[config.mk]
export PLATFORM = sky130hd
export DESIGN_NAME = dedup_punch_fifo_top
export DESIGN_NICKNAME = d
export VERILOG_FILES = /design/src/rtl/dpf_pkg.sv /design/src/rtl/dpf_ctrl.sv /design/src/rtl/dpf_datapath.sv /design/src/rtl/dedup_punch_fifo_top.sv
export SDC_FILE = /design/constraint.sdc
export NUM_CORES = 2
export LEC_CHECK = 0
export BUFFER_PORTS_ARGS = -buffer_cell sky130_fd_sc_hd__buf_2
export CAP_MARGIN = 5
export CORE_MARGIN = 8
export CORE_UTILIZATION = 55
export DETAILED_ROUTE_END_ITERATION = 10
export PLACE_DENSITY = 0.8
export RECOVER_POWER = 25
export SLEW_MARGIN = 20
export SYNTH_ARGS = -nofsm -noshare
export SYNTH_HDL_FRONTEND = slang
export SYNTH_SLANG_ARGS = --single-unit
[constraint.sdc]
create_clock -name clk -period 27.3 [get_ports clk]
set_input_delay 6.825 -clock clk [delete_from_list [all_inputs] [get_ports clk]]
set_output_delay 6.825 -clock clk [all_outputs]
set_load 0.02 [all_outputs]
[src/rtl/dpf_pkg.sv]
// dpf_pkg: shared types and constants for the duplicate-suppressing punch FIFO.
// No dependencies; imported by every module under rtl/.
`default_nettype none

package dpf_pkg;

  localparam int DEFAULT_QUEUE_DEPTH = 16;

  localparam int OPCODE_W  = 2;
  localparam int STATUS_W  = 2;
  localparam int WORD_W    = 64;
  localparam int COUNT_W   = 5;
  localparam int CFG_IDX_W = 2;
  localparam int CFG_DATA_W = 8;
  localparam int TYPE_IDX_W = 5;
  localparam int CODE_W    = 8;
  localparam int SENDER_W  = 32;

  localparam logic [TYPE_IDX_W-1:0] RST_TYPE_IDX   = 5'd0;
  localparam logic [CODE_W-1:0]     RST_STATION    = 8'd1;
  localparam logic [CODE_W-1:0]     RST_AIR_LAST   = 8'd2;
  localparam logic [CODE_W-1:0]     RST_AIR_MULTI  = 8'd3;

  typedef enum logic [OPCODE_W-1:0] {
    OP_ENQUEUE = 2'd0,
    OP_DEQUEUE = 2'd1,
    OP_PEEK    = 2'd2,
    OP_POP     = 2'd3
  } dpf_opcode_t;

  typedef enum logic [STATUS_W-1:0] {
    STAT_OK    = 2'd0,
    STAT_FULL  = 2'd1,
    STAT_DUP   = 2'd2,
    STAT_EMPTY = 2'd3
  } dpf_status_t;

  typedef enum logic [CFG_IDX_W-1:0] {
    CFG_TYPE_IDX  = 2'd0,
    CFG_STATION   = 2'd1,
    CFG_AIR_LAST  = 2'd2,
    CFG_AIR_MULTI = 2'd3
  } dpf_cfg_idx_t;

  typedef enum logic {
    S_IDLE = 1'b0,
    S_EXEC = 1'b1
  } dpf_state_t;

  // controller -> datapath
  typedef struct packed {
    logic capture;   // latch input beat, issue head read
    logic execute;   // apply operation, load result register
  } dpf_cmd_t;

  // datapath -> controller
  typedef struct packed {
    logic out_free;  // result register can take a new beat this cycle
    logic out_valid; // a result beat is pending
  } dpf_stat_t;

endpackage

`default_nettype wire

[src/rtl/dpf_ctrl.sv]
// dpf_ctrl: two-state sequencer (capture, execute) for the punch FIFO.
// Depends on dpf_pkg.
`default_nettype none

module dpf_ctrl (
  input  wire              clk,
  input  wire              rst_n,
  input  wire              in_valid,
  output logic             in_ready,
  input  dpf_pkg::dpf_stat_t stat,
  output dpf_pkg::dpf_cmd_t  cmd
);
  import dpf_pkg::*;

  dpf_state_t state_r, state_nxt;

  always_ff @(posedge clk) begin
    if (!rst_n) begin
      state_r <= S_IDLE;
    end else begin
      state_r <= state_nxt;
    end
  end

  always_comb begin
    state_nxt = state_r;
    unique case (state_r)
      S_IDLE: begin
        if (in_valid) state_nxt = S_EXEC;
      end
      S_EXEC: begin
        if (stat.out_free) state_nxt = S_IDLE;
      end
      default: state_nxt = S_IDLE;
    endcase
  end

  always_comb begin
    in_ready    = 1'b0;
    cmd.capture = 1'b0;
    cmd.execute = 1'b0;
    unique case (state_r)
      S_IDLE: begin
        in_ready    = 1'b1;
        cmd.capture = in_valid;
      end
      S_EXEC: begin
        cmd.execute = stat.out_free;
      end
      default: ;
    endcase
  end

endmodule

`default_nettype wire

[src/rtl/dpf_datapath.sv]
// dpf_datapath: record store, pointers, duplicate key, config registers and
// result register of the punch FIFO. Depends on dpf_pkg.
`default_nettype none

module dpf_datapath #(
  parameter int QUEUE_DEPTH = dpf_pkg::DEFAULT_QUEUE_DEPTH
) (
  input  wire                             clk,
  input  wire                             rst_n,
  input  dpf_pkg::dpf_cmd_t               cmd,
  output dpf_pkg::dpf_stat_t              stat,
  input  wire [dpf_pkg::OPCODE_W-1:0]     in_opcode,
  input  wire [dpf_pkg::WORD_W-1:0]       in_payload_lo,
  input  wire [dpf_pkg::WORD_W-1:0]       in_payload_mid,
  input  wire [dpf_pkg::WORD_W-1:0]       in_payload_hi,
  input  wire                             cfg_we,
  input  wire [dpf_pkg::CFG_IDX_W-1:0]    cfg_index,
  input  wire [dpf_pkg::CFG_DATA_W-1:0]   cfg_data,
  input  wire                             out_ready,
  output logic [dpf_pkg::STATUS_W-1:0]    out_status,
  output logic [dpf_pkg::WORD_W-1:0]      out_front_lo,
  output logic [dpf_pkg::WORD_W-1:0]      out_front_mid,
  output logic [dpf_pkg::WORD_W-1:0]      out_front_hi,
  output logic [dpf_pkg::COUNT_W-1:0]     out_item_count,
  output logic                            out_punches_exist
);
  import dpf_pkg::*;

  localparam int PTR_W = $clog2(QUEUE_DEPTH);
  localparam int OCC_W = $clog2(QUEUE_DEPTH + 1);
  localparam int REC_W = 3 * WORD_W;

  // config registers
  logic [TYPE_IDX_W-1:0] type_idx_r;
  logic [CODE_W-1:0]     station_r, air_last_r, air_multi_r;

  always_ff @(posedge clk) begin
    if (!rst_n) begin
      type_idx_r  <= RST_TYPE_IDX;
      station_r   <= RST_STATION;
      air_last_r  <= RST_AIR_LAST;
      air_multi_r <= RST_AIR_MULTI;
    end else if (cfg_we) begin
      unique case (dpf_cfg_idx_t'(cfg_index))
        CFG_TYPE_IDX:  type_idx_r  <= cfg_data[TYPE_IDX_W-1:0];
        CFG_STATION:   station_r   <= cfg_data;
        CFG_AIR_LAST:  air_last_r  <= cfg_data;
        CFG_AIR_MULTI: air_multi_r <= cfg_data;
        default: ;
      endcase
    end
  end

  // captured input beat
  dpf_opcode_t        op_r;
  logic [WORD_W-1:0]  pl_lo_r, pl_mid_r, pl_hi_r;

  always_ff @(posedge clk) begin
    if (cmd.capture) begin
      op_r     <= dpf_opcode_t'(in_opcode);
      pl_lo_r  <= in_payload_lo;
      pl_mid_r <= in_payload_mid;
      pl_hi_r  <= in_payload_hi;
    end
  end

  // queue control state
  logic [PTR_W-1:0]    head_r, head_nxt, tail_r, tail_nxt;
  logic [OCC_W-1:0]    occ_r, occ_nxt;
  logic [SENDER_W-1:0] last_sid_r, last_sid_nxt;
  logic [CODE_W-1:0]   last_seq_r, last_seq_nxt;

  // record store, registered read at head
  logic [REC_W-1:0] mem [QUEUE_DEPTH];
  logic [REC_W-1:0] rd_data_r;
  logic             wr_en;

  always_ff @(posedge clk) begin
    if (cmd.capture) rd_data_r <= mem[head_r];
    if (wr_en) mem[tail_r] <= {pl_hi_r, pl_mid_r, pl_lo_r};
  end

  // key extraction
  logic [CODE_W-1:0]   type_code;
  logic [SENDER_W-1:0] sid;
  logic [CODE_W-1:0]   seq;

  always_comb begin
    type_code = '0;
    case (type_idx_r[4:3])
      2'd0: type_code = pl_lo_r[type_idx_r[2:0]*8 +: 8];
      2'd1: type_code = pl_mid_r[type_idx_r[2:0]*8 +: 8];
      2'd2: type_code = pl_hi_r[type_idx_r[2:0]*8 +: 8];
      default: type_code = '0;  // byte index past the record
    endcase
  end

  always_comb begin
    if (type_code == station_r) begin
      // big-endian bytes 4..7
      sid = {pl_lo_r[39:32], pl_lo_r[47:40], pl_lo_r[55:48], pl_lo_r[63:56]};
    end else if (type_code == air_last_r || type_code == air_multi_r) begin
      // big-endian bytes 15..18
      sid = {pl_mid_r[63:56], pl_hi_r[7:0], pl_hi_r[15:8], pl_hi_r[23:16]};
    end else begin
      sid = '0;
    end
    seq = pl_mid_r[31:24];
  end

  // operation
  logic        full, empty;
  dpf_status_t status;
  logic        rd_front;
  logic [PTR_W-1:0] head_inc, tail_inc;

  assign full     = (occ_r == OCC_W'(QUEUE_DEPTH));
  assign empty    = (occ_r == '0);
  assign head_inc = (head_r == PTR_W'(QUEUE_DEPTH - 1)) ? '0 : head_r + PTR_W'(1);
  assign tail_inc = (tail_r == PTR_W'(QUEUE_DEPTH - 1)) ? '0 : tail_r + PTR_W'(1);

  always_comb begin
    status       = STAT_OK;
    rd_front     = 1'b0;
    wr_en        = 1'b0;
    head_nxt     = head_r;
    tail_nxt     = tail_r;
    occ_nxt      = occ_r;
    last_sid_nxt = last_sid_r;
    last_seq_nxt = last_seq_r;
    unique case (op_r)
      OP_ENQUEUE: begin
        if (full) begin
          status = STAT_FULL;
        end else if (sid == last_sid_r && seq == last_seq_r) begin
          status = STAT_DUP;
        end else begin
          wr_en        = cmd.execute;
          tail_nxt     = tail_inc;
          occ_nxt      = occ_r + OCC_W'(1);
          last_sid_nxt = sid;
          last_seq_nxt = seq;
        end
      end
      OP_DEQUEUE, OP_POP: begin
        if (empty) begin
          status = STAT_EMPTY;
        end else begin
          rd_front = (op_r == OP_DEQUEUE);
          head_nxt = head_inc;
          occ_nxt  = occ_r - OCC_W'(1);
        end
      end
      OP_PEEK: begin
        if (empty) status = STAT_EMPTY;
        else rd_front = 1'b1;
      end
      default: ;
    endcase
  end

  always_ff @(posedge clk) begin
    if (!rst_n) begin
      head_r     <= '0;
      tail_r     <= '0;
      occ_r      <= '0;
      last_sid_r <= '0;
      last_seq_r <= '0;
    end else if (cmd.execute) begin
      head_r     <= head_nxt;
      tail_r     <= tail_nxt;
      occ_r      <= occ_nxt;
      last_sid_r <= last_sid_nxt;
      last_seq_r <= last_seq_nxt;
    end
  end

  // result register
  logic out_valid_r;

  assign stat.out_valid = out_valid_r;
  assign stat.out_free  = !out_valid_r || out_ready;

  always_ff @(posedge clk) begin
    if (!rst_n) begin
      out_valid_r <= 1'b0;
    end else if (cmd.execute) begin
      out_valid_r <= 1'b1;
    end else if (out_ready) begin
      out_valid_r <= 1'b0;
    end
  end

  always_ff @(posedge clk) begin
    if (cmd.execute) begin
      out_status        <= status;
      out_front_lo      <= rd_front ? rd_data_r[WORD_W-1:0]          : '0;
      out_front_mid     <= rd_front ? rd_data_r[2*WORD_W-1:WORD_W]   : '0;
      out_front_hi      <= rd_front ? rd_data_r[REC_W-1:2*WORD_W]    : '0;
      out_item_count    <= COUNT_W'(occ_nxt);
      out_punches_exist <= (occ_nxt != '0);
    end
  end

endmodule

`default_nettype wire

[src/rtl/dedup_punch_fifo_top.sv]
// dedup_punch_fifo_top: top level of the duplicate-suppressing punch FIFO.
// Instantiates dpf_ctrl and dpf_datapath; depends on dpf_pkg.
//
//   channel | handshake              | payload
//   --------+------------------------+----------------------------------------------
//   in      | in_valid / in_ready    | in_opcode, in_payload_lo/mid/hi
//   out     | out_valid / out_ready  | out_status, out_front_lo/mid/hi,
//           |                        | out_item_count, out_punches_exist
//   cfg     | cfg_valid / cfg_ready  | cfg_index, cfg_data (cfg_ready always high)
//
// Each beat is first captured, which also reads the head slot of the single-port
// record store, and then executed, which applies the operation and loads the result register.
// A finished result sits in its register while the next input beat is captured;
// the execute cycle stalls only while that register is still full.
// Synchronous active-low reset clears pointers, count, last key, config and valids.
// The record store has no reset; a slot's data is only returned after it was written.
`default_nettype none

module dedup_punch_fifo_top #(
  parameter int QUEUE_DEPTH = dpf_pkg::DEFAULT_QUEUE_DEPTH
) (
  input  wire                             clk,
  input  wire                             rst_n,
  input  wire                             in_valid,
  output logic                            in_ready,
  input  wire [dpf_pkg::OPCODE_W-1:0]     in_opcode,
  input  wire [dpf_pkg::WORD_W-1:0]       in_payload_lo,
  input  wire [dpf_pkg::WORD_W-1:0]       in_payload_mid,
  input  wire [dpf_pkg::WORD_W-1:0]       in_payload_hi,
  output logic                            out_valid,
  input  wire                             out_ready,
  output logic [dpf_pkg::STATUS_W-1:0]    out_status,
  output logic [dpf_pkg::WORD_W-1:0]      out_front_lo,
  output logic [dpf_pkg::WORD_W-1:0]      out_front_mid,
  output logic [dpf_pkg::WORD_W-1:0]      out_front_hi,
  output logic [dpf_pkg::COUNT_W-1:0]     out_item_count,
  output logic                            out_punches_exist,
  input  wire                             cfg_valid,
  output logic                            cfg_ready,
  input  wire [dpf_pkg::CFG_IDX_W-1:0]    cfg_index,
  input  wire [dpf_pkg::CFG_DATA_W-1:0]   cfg_data
);
  import dpf_pkg::*;

  dpf_cmd_t  cmd;
  dpf_stat_t stat;

  assign cfg_ready = 1'b1;
  assign out_valid = stat.out_valid;

  dpf_ctrl u_ctrl (
    .clk      (clk),
    .rst_n    (rst_n),
    .in_valid (in_valid),
    .in_ready (in_ready),
    .stat     (stat),
    .cmd      (cmd)
  );

  dpf_datapath #(
    .QUEUE_DEPTH (QUEUE_DEPTH)
  ) u_datapath (
    .clk               (clk),
    .rst_n             (rst_n),
    .cmd               (cmd),
    .stat              (stat),
    .in_opcode         (in_opcode),
    .in_payload_lo     (in_payload_lo),
    .in_payload_mid    (in_payload_mid),
    .in_payload_hi     (in_payload_hi),
    .cfg_we            (cfg_valid && cfg_ready),
    .cfg_index         (cfg_index),
    .cfg_data          (cfg_data),
    .out_ready         (out_ready),
    .out_status        (out_status),
    .out_front_lo      (out_front_lo),
    .out_front_mid     (out_front_mid),
    .out_front_hi      (out_front_hi),
    .out_item_count    (out_item_count),
    .out_punches_exist (out_punches_exist)
  );

endmodule

`default_nettype wire

Word-level counts from Yosys, hierarchy flattened
Memory sizes are Yosys's and may differ from the RTL's. A register that Yosys moved wholly into a read port is not among the register bits.
Cells that the tools add are included.
{ "classes": {"n_eq_ne": 16, "muxes": 29, "shifts": 3, "n_addsub": 4, "reduce_logical": 18, "bitwise": 4} }
{ "op_table": {"columns": ["op", "n"], "rows": [
  ["64-bit by 7-bit variable part select with 8-bit output", 3],
  ["32-bit two-way mux", 2],
  ["32-bit == test", 1],
  ["8-bit == test", 4],
  ["8-bit case mux with 3 select lines", 1],
  ["5-bit two-way mux", 3],
  ["1-bit two-way mux", 14],
  ["2-bit == test, second input constant", 5],
  ["5-bit case mux with 2 select lines", 1],
  ["4-bit by 1-bit adder with 4-bit output, second input constant", 2],
  ["4-bit == test, second input constant", 2],
  ["4-bit two-way mux", 2],
  ["2-bit AND reduction", 4],
  ["2-bit by 1-bit == test with 1-bit output, second input constant", 3],
  ["2-bit logical NOT", 3],
  ["2-bit two-way mux", 3],
  ["5-bit by 1-bit adder with 5-bit output, second input constant", 1],
  ["5-bit == test, second input constant", 1],
  ["5-bit logical NOT", 1],
  ["5-bit nonzero test", 1],
  ["5-bit by 1-bit subtractor with 5-bit output, second input constant", 1],
  ["1-bit NOT", 4],
  ["1-bit case mux with 2 select lines", 2],
  ["2-bit case mux with 2 select lines", 1],
  ["other kinds (8)", 9]
]} }
{ "totals": {"memories": 1, "wordCells": 96, "input_bits": 209, "regBits": 478, "ram_bits": 3072} }
{ "mem_list": {"columns": ["name", "words", "word_bits", "rd", "rd_clocked_by_memory_dff", "write_ports", "line", "rtl"], "rows": [
  ["u_datapath.mem", 16, 192, 1, 1, 1, "dpf_datapath.sv:74", "logic [REC_W-1:0] mem [QUEUE_DEPTH];"]
]} }

Depth between registers and ports, before layout
{ "depth": {"word_depth": 13, "mapped_depth": 24} }

Hierarchy
Synthesis repeated with hierarchy kept, for this count alone.
{ "unflattened": {"hier_cells": 5993, "area_unflattened_um2": 140863.8} }
{ "by_module_without_submodules": {"columns": ["module", "instances", "area_per_inst_um2", "cells_each", "seq_area_each_um2"], "rows": [
  ["dpf_datapath", 1, 140802.5, 5985, 111506.9],
  ["dpf_ctrl", 1, 50.0, 6, 20.0],
  ["dedup_punch_fifo_top", 1, 11.3, 2, 0.0]
]} }

Least setup slack after synthesis
Ideal clock, no wire load.
{ "synth_path": {"kind": "input port to flip-flop", "from": "in out_ready", "to": "mem u_datapath.mem[1][0] in the netlist's numbering, enable pin", "path_slack_ns": -0.415, "arrival_time_ns": 26.737, "setup_time_ns": 0.978, "path_buffers": 1, "cell_stages": 6, "cell_sequence": "nand2b_1 > nand2_1 > inv_1 > clkbuf_1 > nand4_1 > nor3_1"} }
{ "synth_lines": {"columns": ["element", "line", "rtl"], "rows": [
  ["start, declared", "dedup_punch_fifo_top.sv:31", "input wire out_ready,"],
  ["end, declared", "dpf_datapath.sv:74", null]
]} }

Worst setup path after layout
{ "layout_path": {"from": "in out_ready", "to": "mem u_datapath.mem[11][47] in the netlist's numbering, enable pin"} }
{ "layout_between": {"elab_chain_len": 7} }
{ "layout_lines": {"columns": ["element", "line", "rtl"], "rows": [
  ["1-bit logical OR", "dpf_datapath.sv:182", "assign stat.out_free = !out_valid_r || out_ready;"],
  ["1-bit two-way mux", "dpf_ctrl.sv:42", "unique case (state_r)"],
  ["1-bit two-way mux", "dpf_datapath.sv:135", "end else if (sid == last_sid_r && seq == last_seq_r) begin"],
  ["1-bit two-way mux", "dpf_datapath.sv:133", "if (full) begin"],
  ["1-bit two-way mux", "dpf_datapath.sv:131", "unique case (op_r)"],
  ["1-bit two-way mux", "dpf_datapath.sv:80", "if (wr_en) mem[tail_r] <= {pl_hi_r, pl_mid_r, pl_lo_r};"],
  ["1-bit two-way mux (implied by the code)", "dpf_datapath.sv:80", null]
]} }
Every way passes these cells.

==> metrics.txt <==
Final Cycle Share=0.393; final worst slack=16.57 ns; skew final=around 0.084 ns; Rel. slew slack=-0.132; Seq/Total Area, Yosys=0.794; area of the die=approximately 0.27 sq mm; initial antenna violation count=slightly below 60; Post-CTS Setup Bufs=0; WS Path Type=input pin to flip-flop; share of cells above drive strength 1=0.298; max cap viols=12; RePlAce Congestion=0.911; CP arrival=11.27 ns; DPL Wire Length=~210000 microns; worst hold stages=2; status=finished with violations; vias per cell=around 6.8; Fin Setup TNS=0 ns; Area growth syn-to-layout=13.3%; global route total overflow=0; num rows=around 190; IO Port Bufs=a little over 400; Worst-path clk slew=roughly 0.070 ns; Lkg Pwr=around 50 nW; Hold Path Class=flip-flop to flip-flop; maximum clock path buffer count=4; critical path capture point type=flip-flop; CTS root buf=clkbuf_16; PwrDens=between 70 and 80 mW/mm^2; core footprint=0.254 sq mm; CTS Hold Bufs=0; Warnings, synthesis=0; CTS Buf Count=about 370; largest net degree at the start of global routing=approximately 150; fill count=16000; cell taking the most area after synthesis=edfxtp_1; Worst-Skew Late Latency=1.00 ns; DR vias=roughly 70000; VDD IR-drop max=roughly 0.075 mV; Place WS=15.84 ns; cell area after synthesis=about 0.14 sq mm; Critical Path RT=approximately 28 ns; TritonCTS clock tree=built; Mapped Nets=just over 6000; CP max FO=between 60 and 70; Cells after Synth=approximately 6000; leading post-synthesis cells by cell area=edfxtp_1 78%, mux4_2 15%, dfxtp_1 1.2%, and2_1 0.87%, clkbuf_1 0.53%; Initial Util=0.553; Post-Route WL=388000 microns; Post-synth EDFFs=3658; number of instances in the placed design=between 9000 and 10000; final cell count without fillers=10300; RR Endpoint=u_datapath.mem[11][47]$_DFFE_PP_; Slew @ Worst Pin=between 1.5 and 2 ns; worst r2r path cells=17; top-count cell post-synth=edfxtp_1; RSZ-0062 raised after global routing=false; Setup crit start kind=input pin; H-tree level count=5; Die Ht=about 520 microns; asr flop ratio synth=0; most common library cells after synthesis=3658 x edfxtp_1, 966 x mux4_2, 200 x clkbuf_1; Tot GR Track Use=0.280; worst hold margin=between 0.4 and 0.5 ns; setup slack, reg-to-reg=about 18 ns; Die W=between 500 and 600 microns; Final min period=~11 ns; Synth cell types=between 70 and 80; vias in the first global route=71100; register bit total from synthesis=roughly 3700; total power=12.0 mW; WL/cell=between 30 and 40 microns; fmax=0.0932 GHz; First DRT Iteration DRCs=roughly 11000; DR pass1 iterations=8; DRC=0; DRT antenna net count=0; endpoints failing hold=0; r2r startpoint=u_datapath.pl_lo_r[52]$_DFFE_PP_; Final Max Slew Viols=243; hold_sp=u_datapath.air_last_r[5]$_SDFFE_PN0P_; post_cts resized=0; # IOs=around 410; share of the synthesized area in the top cell type=0.782; hold endpoint=u_datapath.air_last_r[5]$_SDFFE_PN0P_; final net count=~6900; first-pass GRT wire length=approximately 540000 microns; failing checks=max-capacitance violations, max-slew violations; Synth Flop Type=edfxtp_1; Setup violations, final=0; Syn Area/Cell=23.6 sq um; clk sinks=3742
[flip-flops by register name, summed over array words and instances (netlist names), 32 cells and up]
signal                    cells
u_datapath.out_front_hi      64
u_datapath.pl_hi_r           64
u_datapath.out_front_lo      64
u_datapath.rd_data_r        192
u_datapath.pl_mid_r          64
u_datapath.out_front_mid     64
u_datapath.mem             3072
u_datapath.last_sid_r        32
u_datapath.pl_lo_r           64
[per-layer routing]
layer / vias up / routed length, microns / track usage
li1: 26600 / - / -
met1: 36500 / 128000 / 0.347
met2: 5776 / 194000 / 0.472
met3: 1072 / 43000 / 0.0653
met4: 22 / 23000 / 0.131
met5: - / 308 / 0
[metrics by stage]
step                      instance area (sq um)   util
after floorplan                          141000      -
after global placement                   147000  0.579
after detailed placement                 147000  0.580
after CTS                                159000  0.627
after global routing                     159000  0.626
final                                    159000  0.626
[layout by cell type (no fill, tap or decap), types with 20 or more instances in the layout]
master        n
a21oi_1      38
a221o_1      20
a221oi_1     28
a22oi_1      32
and2_1      196
buf_2       410
buf_4        89
bufinv_16    38
clkbuf_1    144
clkbuf_16   379
clkinv_1     63
clkinv_2     78
dfxtp_1      79
diode_2      43
edfxtp_1   3658
inv_1        63
mux2i_1      39
mux4_2      966
nand2_1     137
nor2_1       41
o21ai_0      29
o22ai_1      31
xnor2_1      24
xor2_1       20
[worst max path at each step]
stage	startpoint	end	slack, ns	depth (start not counted)
after floorplan	in_valid	u_datapath.op_r[0]$_DFFE_PP_	2.72	1
after global placement	out_ready	u_datapath.mem[10][51]$_DFFE_PP_	15.94	8
after detailed placement	out_ready	u_datapath.mem[11][39]$_DFFE_PP_	15.84	8
after CTS	out_ready	u_datapath.mem[11][50]$_DFFE_PP_	16.69	8
after global routing	out_ready	u_datapath.mem[11][47]$_DFFE_PP_	16.45	8
final	out_ready	u_datapath.mem[11][47]$_DFFE_PP_	16.57	8
[critical path: stages]
cell and delay [ns]:
buf_2 0.07, nand2b_1 0.10, nand2_1 0.20, inv_8 0.45
nand4_1 0.58, nor2_4 0.95, buf_4 0.83, buf_4 0.96
[cell families (layout without fill, tap and decap cells)]
| family | after synthesis | after routing | synth area share |
|---|---|---|---|
| buffers and inverters | 366 | 1323 | 0.0103 |
| XOR/XNOR | 44 | 44 | 0.00274 |
| other | 1 | 44 | 0.0000267 |
| AO/OA/AOI/OAI | 281 | 281 | 0.0147 |
| multiplexers | 1009 | 1009 | 0.158 |
| adder cells (fa/ha/maj) | 10 | 10 | 0.000890 |
| AND/OR/NAND/NOR | 510 | 510 | 0.0197 |
| flip-flops | 3742 | 3742 | 0.794 |
[cell type report]
type	instances	area (sq um)	area share
clock buffers	450	9810	0.0616
flip-flops and latches	3742	112000	0.701
multi-input cells	1855	27700	0.174
repair buffers	597	3390	0.0213
well taps	3366	4210	0.0265
diodes	43	108	0.000676
clock inverters	211	2130	0.0134
inverters	65	251	0.00158
[power breakdown]
part	switching [mW]	internal, mW
clock	2.19	2.92
sequential	0.0966	6.40
combinational	0.284	0.155
total	2.57	9.48
(Power assumes the default switching activity.)
